==> src/rtl/gbx_div.sv <==
// ----------------------------------------------------------------------------
// gbx_div
// restoring unsigned divider, one quotient bit per cycle
// ----------------------------------------------------------------------------
module gbx_div #(
    parameter int DVD_W = 20,
    parameter int DVS_W = 8
) (
    input  logic             i_clk,
    input  logic             i_rst_n,
    input  logic             i_start,
    input  logic [DVD_W-1:0] i_dividend,
    input  logic [DVS_W-1:0] i_divisor,
    output logic             o_done,
    output logic [DVD_W-1:0] o_quot
);

    localparam int STEP_W = $clog2(DVD_W + 1);

    logic [DVD_W-1:0]  r_quo;
    logic [DVS_W-1:0]  r_rem;
    logic [DVS_W-1:0]  r_dvs;
    logic [STEP_W-1:0] r_steps;
    logic              r_done;
    logic [DVS_W:0]    rem_sh;
    logic              ge;
    logic [DVS_W:0]    diff;

    // trial subtract of the shifted remainder
    always_comb begin
        rem_sh = {r_rem, r_quo[DVD_W-1]};
        ge     = rem_sh >= {1'b0, r_dvs};
        diff   = rem_sh - {1'b0, r_dvs};
    end

    // iteration control and datapath
    always_ff @(posedge i_clk) begin
        if (!i_rst_n) begin
            r_steps <= '0;
            r_done  <= 1'b0;
        end else begin
            r_done <= !i_start && (r_steps == STEP_W'(1));
            if (i_start) begin
                r_quo   <= i_dividend;
                r_rem   <= '0;
                r_dvs   <= i_divisor;
                r_steps <= STEP_W'(DVD_W);
            end else if (r_steps != '0) begin
                r_rem   <= ge ? diff[DVS_W-1:0] : rem_sh[DVS_W-1:0];
                r_quo   <= {r_quo[DVD_W-2:0], ge};
                r_steps <= r_steps - 1'b1;
            end
        end
    end

    assign o_done = r_done;
    assign o_quot = r_quo;

endmodule

==> config.mk <==
export PLATFORM = sky130hd
export DESIGN_NAME = gbx_div
export DESIGN_NICKNAME = d
export VERILOG_FILES = /design/src/rtl/gbx_div.sv
export SDC_FILE = /design/constraint.sdc
export NUM_CORES = 1
export LEC_CHECK = 0
export BUFFER_PORTS_ARGS = -buffer_cell sky130_fd_sc_hd__buf_2
export CAP_MARGIN = 20
export CORE_MARGIN = 8
export CORE_UTILIZATION = 55
export DETAILED_ROUTE_END_ITERATION = 16
export GPL_TIMING_DRIVEN = 0
export PLACE_DENSITY_LB_ADDON = 0.08
export SLEW_MARGIN = 20
export SYNTH_ARGS = -nofsm -noshare
export SYNTH_HDL_FRONTEND = slang
export SYNTH_SLANG_ARGS = --single-unit
==> constraint.sdc <==
create_clock -name i_clk -period 5.9 [get_ports i_clk]
set_clock_uncertainty 0.05 [all_clocks]
set_input_delay 0.59 -clock i_clk [delete_from_list [all_inputs] [get_ports i_clk]]
set_output_delay 0.59 -clock i_clk [all_outputs]
set_load 0.1 [all_outputs]
* Word-level counts from Yosys, hierarchy flattened
Index checks and enable logic that the tools add are counted.
Word-level totals: flip-flop bits (word level) 42, bits of input ports 31, output and inout port bits 21, word-level logic and storage cells 24
Cells by class: add/subtract/negate cells 2, order comparisons 1, equality and inequality tests 1, muxes and demuxes 6, bitwise gates (word level) 1, reduce and logical (&&, ||, !) cells 7
Operator list (number):
- 2-to-1 mux 20 bit | 2
- 2-to-1 mux 8 bit | 2
- 2-to-1 mux 5 bit | 2
- greater-or-equal comparator 9 x 8 -> 1 bit | 1
- subtractor 8 bit | 1
- == test 5 x 1 -> 1 bit, second input constant | 1
- nonzero test 5 bit | 1
- subtractor 5 x 1 -> 5 bit, second input constant | 1
- AND reduction 2 bit | 2
- nonzero test 2 bit | 1
- OR reduction 2 bit | 1
- logical AND 1 bit | 1
- zero test 1 bit | 1
- inverter 1 bit | 1

* Depth between registers and ports, before layout
depth in word-level cells 3, gate-level depth with buffers 8, depth with buffers taken out 8

* Worst setup path after synthesis
OpenSTA, ideal clock, no wires.
path type reg-to-reg, start point reg r_quo[19] (netlist: o_quot[19]), end point reg r_rem[6] (data pin), setup time 0.152 ns, arrival time 2.480 ns, required time 5.698 ns, path slack 3.218 ns, cell stages (with the launch flop) 9, path buffers 0, period minus slack after synthesis 2.682 ns, cell sequence edfxtp_1 inv_1 ha_1 fa_1 nor2b_1 o31a_1 o22ai_1 or3_1 a31oi_1
Between the ends: cells in the longest elaborated chain, start to end 3, elaborated cells on any way between the ends 4, classes of those cells 1 x add/sub; 1 x order compare; 2 x mux
Ends and longest elaborated chain:
- start, declared | RTL line 20 | logic [DVD_W-1:0] r_quo;
- start signal, assigned | RTL line 44 | r_quo <= i_dividend;
- start signal, assigned | RTL line 50 | r_quo <= {r_quo[DVD_W-2:0], ge};
- subtractor 8 bit or greater-or-equal comparator 9 x 8 -> 1 bit (tied branches) | RTL line 33, 32
- 2-to-1 mux 8 bit (*) | RTL line 49 | r_rem <= ge ? diff[DVS_W-1:0] : rem_sh[DVS_W-1:0];
- 2-to-1 mux 8 bit (*) | RTL line 48 | end else if (r_steps != '0) begin
- end signal, assigned | RTL line 49
- end, declared | RTL line 21 | logic [DVS_W-1:0] r_rem;
Every way passes the cells marked *; elsewhere a longest branch is shown, timed or not. The select of a mux whose other input is x is not followed. A chain may end at the register's enable or synchronous reset.

* Worst setup path after layout
Ends and elaborated chain as after synthesis.

==> impl_metrics.csv <==
group,metric,value,unit
worst_setup_path,slowest_delay,410,ps
yosys,ys_types,42,
finish,nNetsFinal,262,
yosys,dominantRegCellSynth,"sky130_fd_sc_hd__edfxtp_1",
pwr,max-vdd-ir-drop,0.000213,V
yosys,synth_top_cell_by_area,"sky130_fd_sc_hd__edfxtp_1",
yosys,synth-seq-cells,42,
timing,final.setup.tns,0,ps
yosys,yosysWarningCount,0,
clock_network,root_buffer,"sky130_fd_sc_hd__clkbuf_8",
place,portBuffers,50,
status,outcome,"complete, no violations",
yosys,synth_edf_count,36,
timing,report.final.hold_viol_count,0,
timing,fmax,0.442,GHz
global_routing,grt_remaining_overflow,0,
detailed_routing,detailroute.via_count,1463,
clock_network,clock_slew_seen_by_the_registers_of_the_worst_setup_and_hold_paths,70,ps
global_routing,grt_start_max_net_pins,29,
worst_setup_path,slowest_stage,"sky130_fd_sc_hd__fa_1",
pwr,cellPowerDensity,329,mW/mm²
finish,layout_cells_sized_above_1,41.2,%
detailed_routing,remaining_drc_errors,0,
yosys,cell_types_with_the_largest_area_share_after_synthesis,"sky130_fd_sc_hd__edfxtp_1, sky130_fd_sc_hd__mux2_2, sky130_fd_sc_hd__ha_1",
timing,final_critical_path_required_period,2260,ps
worst_setup_path,critical_path.endpoint_type,"flip-flop",
detailed_routing,detailedRoute.firstPassIterationCount,4,
global_routing,grt_first_pass_wirelength,7300,µm
die,floorplan.die_area,0.00622,mm²
clock_network,tritoncts,"built",
global_routing,track_usage,15.0,%
timing,slew_headroom,56.3,%
place,dpl.cell_count,263,
die,rows,23,
worst_setup_path,path_cells,"inv_1, ha_1, fa_1, nor2b_1, o31a_1, o22ai_1, or3_1, a31oi_1",
clock_network,cts.repair_timing.setup_buffer_count,0,
yosys,synth_top_cells_by_count,"sky130_fd_sc_hd__edfxtp_1, sky130_fd_sc_hd__mux2_2, sky130_fd_sc_hd__inv_1, sky130_fd_sc_hd__ha_1, sky130_fd_sc_hd__a21oi_1",
place,placed_cell_area,0.00249,mm²
die,die_height,78.9,µm
global_routing,antenna_violations_before_repair,0,
timing,setup_violations_final,0,
detailed_routing,drt_iter0_drc,60,
detailed_routing,postRouteAntennaNets,0,
run,max_cap_viol_count,0,
timing,post-route-period-util,38.3,%
yosys,synth.avg_cell_area,13.3,µm²
worst_setup_path,cp_data_arrival_time,2350,ps
yosys,seq_area_frac_synth,55.3,%
finish,post-route-cell-area,0.00258,mm²
global_routing,number_of_global_route_vias_before_repair,1626,
clock_network,ctsHoldBuffers,0,
finish,antenna_cells,0,
clock_network,htreeDepth,2,
place,place.detailed.hpwl,3530,µm
yosys,synthMostInstantiatedCell,"sky130_fd_sc_hd__edfxtp_1",
finish,fin_cells,271,
place,final_estimated_routing_congestion_in_global_placement,0.861,
clock_network,cts_buffer_depth,2,
worst_hold_path,worstHoldPathType,"input pin to flip-flop",
detailed_routing,viasPerCell,5.40,
pwr,total_leakage_power,0.00103,µW
timing,timing.final.max_slew_violations,0,
clock_network,clk_latency_worst_skew_pair,290,ps
worst_setup_path,critical_path_peak_fanout,3,
detailed_routing,wl,4540,µm
clock_network,cts_made_buffers,5,
clock_network,clkSinkCount,42,
yosys,synth_top_area_share,49.7,%
timing,worst-slew-pin-transition,655,ps
timing,finalHoldWorstSlack,421,ps
die,design.core.area,0.00391,mm²
yosys,syn_area,0.00217,mm²
clock_network,post_cts_resize_count,0,
die,initial_utilization,55.5,%
pwr,fin_total_pwr,848,µW
die,die_w,78.9,µm
worst_setup_path,path_delay_family,"adder cells",
timing,setup_repair_after_global_routing_missed_its_margin,"false",
die,ioPinCount,52,
yosys,asyncSetResetFlopFracSynth,0,%
detailed_routing,routedWlPerCell,16.8,µm
worst_setup_path,cp-start-kind,"flip-flop",
worst_setup_path,setup.worst_path.class,"flip-flop to flip-flop",
finish,syn_to_final_growth,18.6,%
yosys,synth_fp_nets,205,
worst_setup_path,critical_path_buf_inv_count,1,
worst_setup_path,crit_required,5990,ps
yosys,synthesis.instances,163,
==> registers in the layout, summed over array words and instances (netlist names) <==
name / cells
r_steps: 5
o_quot: 20
o_done: 1
r_rem: 8
r_dvs: 8
==> final timing paths <==
path | from | to | slack (ps) | depth (start not counted)
setup reg to reg | o_quot[19]$_DFFE_PP_ | r_rem[6]$_SDFFCE_PP0P_ | 3640 | 8
hold reg to reg | r_steps[3]$_SDFFE_PP0P_ | o_done$_SDFF_PN0_ | 450 | 1
hold / removal | i_divisor[1] | r_dvs[1]$_DFFE_PP_ | 420 | 1
setup / recovery | o_quot[19]$_DFFE_PP_ | r_rem[6]$_SDFFCE_PP0P_ | 3640 | 8
==> power by group <==
group | internal [µW] | total (µW) | switching (µW)
Sequential | 362 | 380 | 17.7
Combinational | 88.7 | 285 | 196
Clock | 91.9 | 183 | 90.8
Total | 543 | 848 | 305
==> through the flow <==
stage               util (%)  setup WS, ps
finish                  65.9          3640
global route            65.9          3480
CTS                     65.8          3600
detailed placement      63.5          3590
global placement        63.5          3650
floorplan                  -          3220
==> cell type report <==
| type | count | area, µm² |
|---|---|---|
| inverter | 11 | 41.3 |
| sequential | 42 | 1200 |
| fill | 313 | 1340 |
| clock inverter | 2 | 7.51 |
| multi-input combinational | 106 | 902 |
| buffer | 4 | 30.0 |
| clock buffer | 6 | 82.6 |
| timing repair buffer | 50 | 250 |
| tap | 50 | 62.6 |
==> routing by layer <==
metal | routed length, µm | part of all wire (%) | track usage (%)
met5 | 0 | 0 | 0
met4 | 67 | 1.5 | 6.11
met3 | 259 | 5.7 | 5.98
met2 | 2410 | 53 | 27.5
met1 | 1800 | 40 | 14.5
==> kinds of logic after synthesis <==
family / count (synthesis) / synth area share, %
muxes: 20 / 10.4
DFF: 42 / 55.3
AOI/OAI and AO/OA: 34 / 12.4
buffers and inverters: 15 / 3.28
xor gates and xnor gates: 3 / 1.21
adders and majority gates: 11 / 6.68
and+or+nand+nor: 38 / 10.8
==> worst reg2reg max path: stages (launching register included) <==
cell and delay (ps):
sky130_fd_sc_hd__edfxtp_1 390, sky130_fd_sc_hd__inv_1 60, sky130_fd_sc_hd__ha_1 220, sky130_fd_sc_hd__fa_1 410
sky130_fd_sc_hd__nor2b_1 170, sky130_fd_sc_hd__o31a_1 170, sky130_fd_sc_hd__o22ai_1 120, sky130_fd_sc_hd__or3_1 340
sky130_fd_sc_hd__a31oi_1 180
==> placed cells by master (no fill, tap or decap), drive strengths merged <==
cell / Yosys / final
a211oi: 4 / 4
o21ai: 6 / 6
nor2: 6 / 6
xnor2: 3 / 3
and3: 2 / 2
a211o: 1 / 1
o21a: 3 / 3
or3: 2 / 2
nand2: 3 / 3
o211ai: 2 / 2
a21o: 2 / 2
clkinv: 0 / 2
fa: 1 / 1
ha: 10 / 10
nor4: 2 / 2
nor4b: 1 / 1
buf: 2 / 52
nor2b: 4 / 4
nand3: 7 / 7
edfxtp: 36 / 36
nor3: 5 / 5
a31oi: 2 / 2
dfxtp: 6 / 6
clkbuf: 2 / 8
o22ai: 2 / 2
or2: 2 / 2
nor3b: 1 / 1
and2: 1 / 1
mux2: 20 / 20
a31o: 1 / 1
nand2b: 2 / 2
a21oi: 9 / 9
o31a: 2 / 2
inv: 11 / 11
(Power assumes the default switching activity.)
